`config.mk`:
```
export PLATFORM = sky130hd
export DESIGN_NAME = positional_list_insert_delete
export DESIGN_NICKNAME = d
export VERILOG_FILES = /design/src/hdl/plid_pkg.sv /design/src/hdl/positional_list_insert_delete.sv /design/src/hdl/plid_ram.sv /design/src/hdl/plid_ctrl.sv
export SDC_FILE = /design/constraint.sdc
export NUM_CORES = 2
export LEC_CHECK = 0
export ABC_CLOCK_PERIOD_IN_PS = 9000
export BUFFER_PORTS_ARGS = -buffer_cell sky130_fd_sc_hd__buf_4
export CAP_MARGIN = 20
export CORE_MARGIN = 2
export CORE_UTILIZATION = 55
export CTS_CLUSTER_DIAMETER = 120
export DETAILED_ROUTE_END_ITERATION = 16
export GPL_ROUTABILITY_DRIVEN = 0
export PLACE_DENSITY = 0.83
export SLEW_MARGIN = 20
export SYNTH_ARGS = -nofsm -noshare
export SYNTH_HDL_FRONTEND = slang
export SYNTH_SLANG_ARGS = --single-unit
export TNS_END_PERCENT = 30
```
`constraint.sdc`:
```
create_clock -name clk -period 9 [get_ports clk]
set_input_delay 0.9 -clock clk [delete_from_list [all_inputs] [get_ports clk]]
set_output_delay 0.9 -clock clk [all_outputs]
set_load 0.03 [all_outputs]
```
`src/hdl/plid_pkg.sv`:
```
// shared request and status codes and the result record for the positional list
package plid_pkg;

  // request codes
  localparam logic [2:0] REQ_READ   = 3'd0;
  localparam logic [2:0] REQ_INSERT = 3'd1;
  localparam logic [2:0] REQ_DELETE = 3'd2;
  localparam logic [2:0] REQ_FIND   = 3'd3;
  localparam logic [2:0] REQ_CLEAR  = 3'd4;

  // status codes
  localparam logic [2:0] STAT_OK        = 3'd0;
  localparam logic [2:0] STAT_FULL      = 3'd1;
  localparam logic [2:0] STAT_RANGE     = 3'd2;
  localparam logic [2:0] STAT_EMPTY     = 3'd3;
  localparam logic [2:0] STAT_NOT_FOUND = 3'd4;

  // one finished result, handed from the controller to the output stage
  typedef struct packed {
    logic [2:0]  status;
    logic [31:0] read_value;
    logic [6:0]  found_position;
    logic [6:0]  list_length;
    logic        is_empty;
  } plid_result_t;

endpackage

```
`src/hdl/positional_list_insert_delete.sv`:
```
// top level of the positional list: controller, element store and output register
//
//  channel  ports                                   direction
//  -------  --------------------------------------  ---------
//  in       in_valid/in_ready, req_type, position,  input
//           value
//  out      out_valid/out_ready, status, read_value, output
//           found_position, list_length, is_empty
//
// clear and rejected requests finish without a walk; read, insert, delete and find
// walk the store through the single read port, an insert or delete shifting the
// elements behind its position and a find stopping at the first match.
// rst_n clears the length and the controls; the store itself is not cleared.
// a result waits in the output register while the next request is taken in;
// a stalled output holds the controller only once its next result is ready.
module positional_list_insert_delete #(
  parameter int LIST_DEPTH = 64,
  parameter int DATA_WIDTH = 32
) (
  input  logic        clk,
  input  logic        rst_n,
  input  logic        in_valid,
  output logic        in_ready,
  input  logic [2:0]  in_req_type,
  input  logic [6:0]  in_position,
  input  logic [31:0] in_value,
  output logic        out_valid,
  input  logic        out_ready,
  output logic [2:0]  out_status,
  output logic [31:0] out_read_value,
  output logic [6:0]  out_found_position,
  output logic [6:0]  out_list_length,
  output logic        out_is_empty
);

  import plid_pkg::*;

  localparam int AW = (LIST_DEPTH > 1) ? $clog2(LIST_DEPTH) : 1;
  localparam int CW = $clog2(LIST_DEPTH + 1);

  logic                  res_valid, res_ready;
  plid_result_t          res;
  logic                  ram_re, ram_we;
  logic [AW-1:0]         ram_raddr, ram_waddr;
  logic [DATA_WIDTH-1:0] ram_rdata, ram_wdata;
  logic                  out_valid_r;
  plid_result_t          out_r;

  // sequencer
  plid_ctrl #(
    .LIST_DEPTH (LIST_DEPTH),
    .DATA_WIDTH (DATA_WIDTH),
    .AW         (AW),
    .CW         (CW)
  ) u_ctrl (
    .clk         (clk),
    .rst_n       (rst_n),
    .in_valid    (in_valid),
    .in_ready    (in_ready),
    .in_req_type (in_req_type),
    .in_position (in_position),
    .in_value    (in_value),
    .res_valid   (res_valid),
    .res_ready   (res_ready),
    .res         (res),
    .ram_re      (ram_re),
    .ram_raddr   (ram_raddr),
    .ram_rdata   (ram_rdata),
    .ram_we      (ram_we),
    .ram_waddr   (ram_waddr),
    .ram_wdata   (ram_wdata)
  );

  // element store
  plid_ram #(
    .DEPTH (LIST_DEPTH),
    .WIDTH (DATA_WIDTH),
    .AW    (AW)
  ) u_ram (
    .clk   (clk),
    .we    (ram_we),
    .waddr (ram_waddr),
    .wdata (ram_wdata),
    .re    (ram_re),
    .raddr (ram_raddr),
    .rdata (ram_rdata)
  );

  // output register, loads whenever it is empty or being drained
  assign res_ready = !out_valid_r || out_ready;

  always_ff @(posedge clk) begin
    if (!rst_n) begin
      out_valid_r <= 1'b0;
    end else if (res_ready) begin
      out_valid_r <= res_valid;
    end
  end

  always_ff @(posedge clk) begin
    if (res_ready && res_valid) begin
      out_r <= res;
    end
  end

  assign out_valid          = out_valid_r;
  assign out_status         = out_r.status;
  assign out_read_value     = out_r.read_value;
  assign out_found_position = out_r.found_position;
  assign out_list_length    = out_r.list_length;
  assign out_is_empty       = out_r.is_empty;

  // one request at a time: the controller is busy right after a transfer in
  a_busy_after_accept: assert property (@(posedge clk) disable iff (!rst_n)
    in_valid && in_ready |=> !in_ready)
    else $error("request taken while controller busy");

  // a result moved into the output register is shown next cycle
  a_result_lands: assert property (@(posedge clk) disable iff (!rst_n)
    res_valid && res_ready |=> out_valid)
    else $error("result lost on the way to the output register");

  // a failed search never reports a position
  a_not_found_pos: assert property (@(posedge clk) disable iff (!rst_n)
    out_valid && (out_status == STAT_NOT_FOUND || out_status == STAT_EMPTY)
      |-> out_found_position == 7'd0)
    else $error("position reported with a failed search");

  // empty flag agrees with the reported length
  a_empty_flag: assert property (@(posedge clk) disable iff (!rst_n)
    out_valid && (LIST_DEPTH < 128) |-> out_is_empty == (out_list_length == 7'd0))
    else $error("empty flag disagrees with length");

endmodule

```
`src/hdl/plid_ram.sv`:
```
// element store: one write port, one read port with registered read data
module plid_ram #(
  parameter int DEPTH = 64,
  parameter int WIDTH = 32,
  parameter int AW    = 6
) (
  input  logic             clk,
  input  logic             we,
  input  logic [AW-1:0]    waddr,
  input  logic [WIDTH-1:0] wdata,
  input  logic             re,
  input  logic [AW-1:0]    raddr,
  output logic [WIDTH-1:0] rdata
);

  logic [WIDTH-1:0] mem [DEPTH];

  // write port
  always_ff @(posedge clk) begin
    if (we) begin
      mem[waddr] <= wdata;
    end
  end

  // read port, registered read data
  always_ff @(posedge clk) begin
    if (re) begin
      rdata <= mem[raddr];
    end
  end

endmodule

```
`src/hdl/plid_ctrl.sv`:
```
// request sequencer: checks, streams reads and shifted writebacks, builds the result
module plid_ctrl #(
  parameter int LIST_DEPTH = 64,
  parameter int DATA_WIDTH = 32,
  parameter int AW         = 6,
  parameter int CW         = 7
) (
  input  logic                   clk,
  input  logic                   rst_n,
  input  logic                   in_valid,
  output logic                   in_ready,
  input  logic [2:0]             in_req_type,
  input  logic [6:0]             in_position,
  input  logic [31:0]            in_value,
  output logic                   res_valid,
  input  logic                   res_ready,
  output plid_pkg::plid_result_t res,
  output logic                   ram_re,
  output logic [AW-1:0]          ram_raddr,
  input  logic [DATA_WIDTH-1:0]  ram_rdata,
  output logic                   ram_we,
  output logic [AW-1:0]          ram_waddr,
  output logic [DATA_WIDTH-1:0]  ram_wdata
);

  import plid_pkg::*;

  localparam int CMPW = ((CW > 7) ? CW : 7) + 1;

  localparam logic [1:0] ST_IDLE = 2'd0;
  localparam logic [1:0] ST_WALK = 2'd1;
  localparam logic [1:0] ST_DONE = 2'd2;

  logic [1:0]            state_r, state_nxt;
  logic [2:0]            req_r, req_nxt;
  logic [AW-1:0]         pos_r, pos_nxt;
  logic [DATA_WIDTH-1:0] val_r, val_nxt;
  logic [AW-1:0]         rptr_r, rptr_nxt;
  logic [CW-1:0]         left_r, left_nxt;
  logic                  pend_r, pend_nxt;
  logic [AW-1:0]         paddr_r, paddr_nxt;
  logic                  first_r, first_nxt;
  logic [CW-1:0]         count_r, count_nxt;
  plid_result_t          res_r, res_nxt;
  logic                  go_done;
  logic [CMPW-1:0]       cnt_x, pos_x;
  logic                  pos_bad, ins_bad;

  // widened operands for the range checks
  assign cnt_x   = CMPW'(count_r);
  assign pos_x   = CMPW'(in_position);
  assign pos_bad = (pos_x == '0) || (pos_x > cnt_x);
  assign ins_bad = (pos_x == '0) || (pos_x > cnt_x + CMPW'(1));

  // next state and memory access
  always_comb begin
    state_nxt = state_r;
    req_nxt   = req_r;
    pos_nxt   = pos_r;
    val_nxt   = val_r;
    rptr_nxt  = rptr_r;
    left_nxt  = left_r;
    pend_nxt  = 1'b0;
    paddr_nxt = paddr_r;
    first_nxt = first_r;
    count_nxt = count_r;
    res_nxt   = res_r;
    go_done   = 1'b0;
    ram_re    = 1'b0;
    ram_raddr = rptr_r;
    ram_we    = 1'b0;
    ram_waddr = pos_r;
    ram_wdata = val_r;

    unique case (state_r)
      ST_IDLE: begin
        if (in_valid) begin
          req_nxt   = in_req_type;
          pos_nxt   = AW'(pos_x - CMPW'(1));
          val_nxt   = DATA_WIDTH'(in_value);
          first_nxt = 1'b1;
          res_nxt   = '0;
          res_nxt.status = STAT_OK;
          case (in_req_type)
            REQ_READ, REQ_DELETE: begin
              if (cnt_x == '0) begin
                res_nxt.status = STAT_EMPTY;
                go_done = 1'b1;
              end else if (pos_bad) begin
                res_nxt.status = STAT_RANGE;
                go_done = 1'b1;
              end else begin
                rptr_nxt  = AW'(pos_x - CMPW'(1));
                left_nxt  = (in_req_type == REQ_READ) ? CW'(1)
                                                      : CW'(cnt_x - pos_x + CMPW'(1));
                state_nxt = ST_WALK;
              end
            end
            REQ_INSERT: begin
              if (cnt_x >= CMPW'(LIST_DEPTH)) begin
                res_nxt.status = STAT_FULL;
                go_done = 1'b1;
              end else if (ins_bad) begin
                res_nxt.status = STAT_RANGE;
                go_done = 1'b1;
              end else begin
                // walk from the tail down to the insert point
                rptr_nxt  = AW'(cnt_x - CMPW'(1));
                left_nxt  = CW'(cnt_x - pos_x + CMPW'(1));
                state_nxt = ST_WALK;
              end
            end
            REQ_FIND: begin
              if (cnt_x == '0) begin
                res_nxt.status = STAT_EMPTY;
                go_done = 1'b1;
              end else begin
                rptr_nxt  = '0;
                left_nxt  = count_r;
                state_nxt = ST_WALK;
              end
            end
            REQ_CLEAR: begin
              count_nxt = '0;
              go_done   = 1'b1;
            end
            default: begin
              go_done = 1'b1;
            end
          endcase
        end
      end

      ST_WALK: begin
        // issue the next read of the walk
        if (left_r != '0) begin
          ram_re    = 1'b1;
          rptr_nxt  = (req_r == REQ_INSERT) ? rptr_r - AW'(1) : rptr_r + AW'(1);
          left_nxt  = left_r - CW'(1);
          pend_nxt  = 1'b1;
          paddr_nxt = rptr_r;
        end
        if (pend_r) begin
          // data from the previous read is back
          first_nxt = 1'b0;
          case (req_r)
            REQ_READ: begin
              res_nxt.read_value = 32'(ram_rdata);
            end
            REQ_INSERT: begin
              ram_we    = 1'b1;
              ram_waddr = paddr_r + AW'(1);
              ram_wdata = ram_rdata;
            end
            REQ_DELETE: begin
              if (first_r) begin
                res_nxt.read_value = 32'(ram_rdata);
              end else begin
                ram_we    = 1'b1;
                ram_waddr = paddr_r - AW'(1);
                ram_wdata = ram_rdata;
              end
            end
            REQ_FIND: begin
              if (ram_rdata == val_r) begin
                res_nxt.found_position = 7'({1'b0, paddr_r} + 1'b1);
                go_done = 1'b1;
              end
            end
            default: begin
            end
          endcase
        end else if (left_r == '0) begin
          // walk finished: new element written for an insert, length update, not found for a find
          case (req_r)
            REQ_INSERT: begin
              ram_we    = 1'b1;
              ram_waddr = pos_r;
              ram_wdata = val_r;
              count_nxt = count_r + CW'(1);
            end
            REQ_DELETE: begin
              count_nxt = count_r - CW'(1);
            end
            REQ_FIND: begin
              res_nxt.status = STAT_NOT_FOUND;
            end
            default: begin
            end
          endcase
          go_done = 1'b1;
        end
      end

      ST_DONE: begin
        if (res_ready) begin
          state_nxt = ST_IDLE;
        end
      end

      default: begin
        state_nxt = ST_IDLE;
      end
    endcase

    // length and empty flag reflect the list after the request
    if (go_done) begin
      state_nxt           = ST_DONE;
      res_nxt.list_length = 7'(count_nxt);
      res_nxt.is_empty    = (count_nxt == '0);
    end
  end

  // control registers
  always_ff @(posedge clk) begin
    if (!rst_n) begin
      state_r <= ST_IDLE;
      count_r <= '0;
      pend_r  <= 1'b0;
    end else begin
      state_r <= state_nxt;
      count_r <= count_nxt;
      pend_r  <= pend_nxt;
    end
  end

  // request and walk payload registers
  always_ff @(posedge clk) begin
    req_r   <= req_nxt;
    pos_r   <= pos_nxt;
    val_r   <= val_nxt;
    rptr_r  <= rptr_nxt;
    left_r  <= left_nxt;
    paddr_r <= paddr_nxt;
    first_r <= first_nxt;
    res_r   <= res_nxt;
  end

  assign in_ready  = (state_r == ST_IDLE);
  assign res_valid = (state_r == ST_DONE);
  assign res       = res_r;

endmodule
```
==> reports/qor.txt <==
Outcome = completed
Layout cells sized above 1 = 29.62%
MaxCap Viol Count = 0
XOR/XNOR share of the synthesized area = 0.6794%
Fin. Hold Viols = 0
Post-Synth Adder-Cell Area = 0.6480%
Initial antenna violation count = 10
CTS tree = built
Synth Net Count = 3,909
Asr flop ratio synth = 0%
Synth top cells by count = edfxtp_1, mux4_2, nand2_1, nor2_1, clkbuf_1
Num CTS Buffers = 207
Avg Cell Area, Syn = 22.95 µm²
Vias in the first global route = 45,300
Final core utilization = 62.13%
Most common cell in the netlist = edfxtp_1
Final Max Slew Viols = 0
Type of origin of the critical path = flip-flop
Final critical-path required period = 5085 ps
FF/Latch Area = 67,510 µm²
Setup TNS Final = 0 ps
GR Util All Layers = 30.51%
Unrepaired setup endpoints after global routing = false
CTS max path bufs = 3
Reg clk slew, reported paths = 60 ps
Core ar. = 158,400 µm²
Starting Density = 55.35%
Endpoint class of the critical path = flip-flop
Post-CTS setup buffer count = 0
Post-DP HPWL = 122,900 µm
DR WL/cell = 39.08 µm
I/O Pins = 98
Post-synth EDFFs = 2,241
CTS resizes = 0
Synth cell types = 68
Crit path max fanout = 19
Antenna viol nets, final = 0
Overflow after GRT = 0
Top FF cell, synth = edfxtp_1
Mux share of post-synthesis cell area = 17.33%
Final Skew = 34.36 ps
HP Class = input port to flip-flop
Worst Path Class, Setup = flip-flop to flip-flop
Post-Route WL = 246,500 µm
Final setup fails = 0
Die area = 162,600 µm²
Post-synthesis sequential area ratio = 77.02%
PortBufs = 97
Critical path data arrival time = 5560 ps
Row count = 146
Crit-path max cell delay = 970 ps
Compound-gate portion of the synthesized area = 1.038%
Via/cell ratio = 7.153
Pleak = 30.80 nW
VDD IR max = 0.1892 mV
Critical path required time = 9470 ps
Nets = 4,153
Drt pass-1 iters = 6
H-Tree Depth = 4
First-pass GRT wire length = 345,000 µm
Residual DRC count = 0
Area of the mapped netlist = 87,660 µm²
Root buffer cell = clkbuf_16
CP cell instances = nand3b_1 > nor3_1 > o21ai_0 > nand2_1 > nand3_2 > nor2_4 > buf_4
Die W = 403.2 µm
Clk_lat worst skew = 860 ps
Share of the synthesized area in the top cell type = 76.76%
Cts hold-fix bufs = 0
Num Clock Sinks = 2,252
Layout fillers = 9,550
Synth area leader = edfxtp_1
Slew HR = 25.09%
Multi-input gate area = 19,750 µm²
Syn Inst Count = 3,820
Yosys reg bits = 2,252
Slowest-stage cell, CP = nor2_4
Simple-gate area share of the yosys netlist = 2.189%
Worst Max-Slew Pin Slew = 1092 ps
PwrDens = 218.7 nW/µm²
Initial DRC count = 8,239
Largest cells by area after synthesis = edfxtp_1, mux4_2, nand2_1
Largest net degree at the start of global routing = 129
Ys Warns = 0
Area grow syn2layout = 12.25%
Fmax = 0.1967 GHz
Vias after detailed routing = 45,111
Tcrit/Tclk final = 56.50%
Die Y = 403.2 µm
Largest family of logic cells by synthesized area = multiplexers
[sequential cells by signal (all words and copies together) (netlist names), 6 cells and up]
name / count
u_ctrl.paddr_r: 6
out_list_length: 7
out_read_value: 32
u_ctrl.val_r: 32
out_found_position: 7
u_ram.rdata: 32
u_ctrl.ram_raddr: 6
u_ram.mem: 2048
u_ctrl.res: 50
u_ctrl.left_r: 7
u_ctrl.pos_r: 6
u_ctrl.count_r: 7
[metal layers]
layer	GRT usage [%]	routed length [µm]
met4	16.55	16020
met3	8.716	33090
met2	48.24	118400
met1	38.60	78920
met5	0	41
[layout by cell type (no fill, tap or decap), types with 14 or more instances in the layout]
master	instances
a21oi_1	35
and2_1	36
buf_4	201
clkbuf_1	55
clkbuf_16	212
clkinv_1	56
clkinv_2	25
edfxtp_1	2241
ha_1	39
inv_1	34
mux4_2	664
nand2_1	155
nand2b_1	14
nand3_1	17
nor2_1	47
nor2_4	65
nor3_1	19
o21ai_0	20
xnor2_1	30
xor2_1	38
[critical path: cells and delay by family (launching register included)]
family          cells  cell delay [ps]
buf+inv             1              540
flops               1              580
simple gates        5             3030
compound gates      1              500
[power breakdown]
| part | leakage, nW | switching, mW | internal (mW) |
|---|---|---|---|
| registers | 20.3 | 0.0500 | 11.7 |
| clock network | 3.13 | 3.87 | 4.68 |
| logic | 7.36 | 0.795 | 0.468 |
| total | 30.8 | 4.72 | 16.8 |
[worst paths after layout]
check	from	end	slack (ps)	cells past startpoint
worst max-delay path	u_ctrl.state_r[0]$_SDFFE_PP0P_	u_ram.mem[45][25]$_DFFE_PP_	3920	7
worst min-delay path	in_value[11]	u_ctrl.val_r[11]$_DFFE_PP_	230	1
worst max register to register	u_ctrl.state_r[0]$_SDFFE_PP0P_	u_ram.mem[45][25]$_DFFE_PP_	3920	7
worst min register to register	u_ctrl.res[28]$_SDFFCE_PN0P_	out_read_value[13]$_DFFE_PP_	410	0
[metrics by stage]
stage | total power, mW | worst slack (ps) | area, µm² | instances | hold WS (ps)
floorplan | 12.69 | 4876 | 87660 | 3820 | 400.3
global placement | 13.08 | 4374 | 91670 | 5917 | 405.0
detailed placement | 13.14 | 4240 | 91940 | 5927 | 404.5
CTS | 21.53 | 4027 | 98380 | 6306 | 187.7
global route | 21.93 | 3677 | 98400 | 6306 | 200.6
finish | 21.52 | 3915 | 98410 | 6307 | 229.0
[logic make-up after synthesis]
kind of cell,count (synthesis)
buffers and inverters,224
and+or+nand+nor,417
DFF,2252
muxes,686
AOI/OAI and AO/OA,130
adders and majority gates,43
xor gates and xnor gates,68
[cell type report]
cell class / count / share of cell area [%]
Antenna cell: 1 / 0.002543
Clock inverter: 110 / 0.9180
Clock buffer: 269 / 5.629
Multi-Input combinational cell: 1344 / 20.07
Sequential cell: 2252 / 68.61
Timing Repair Buffer: 220 / 1.989
Tap cell: 2072 / 2.634
Inverter: 39 / 0.1488
Note: power is estimated with default switching activity, not from simulation.
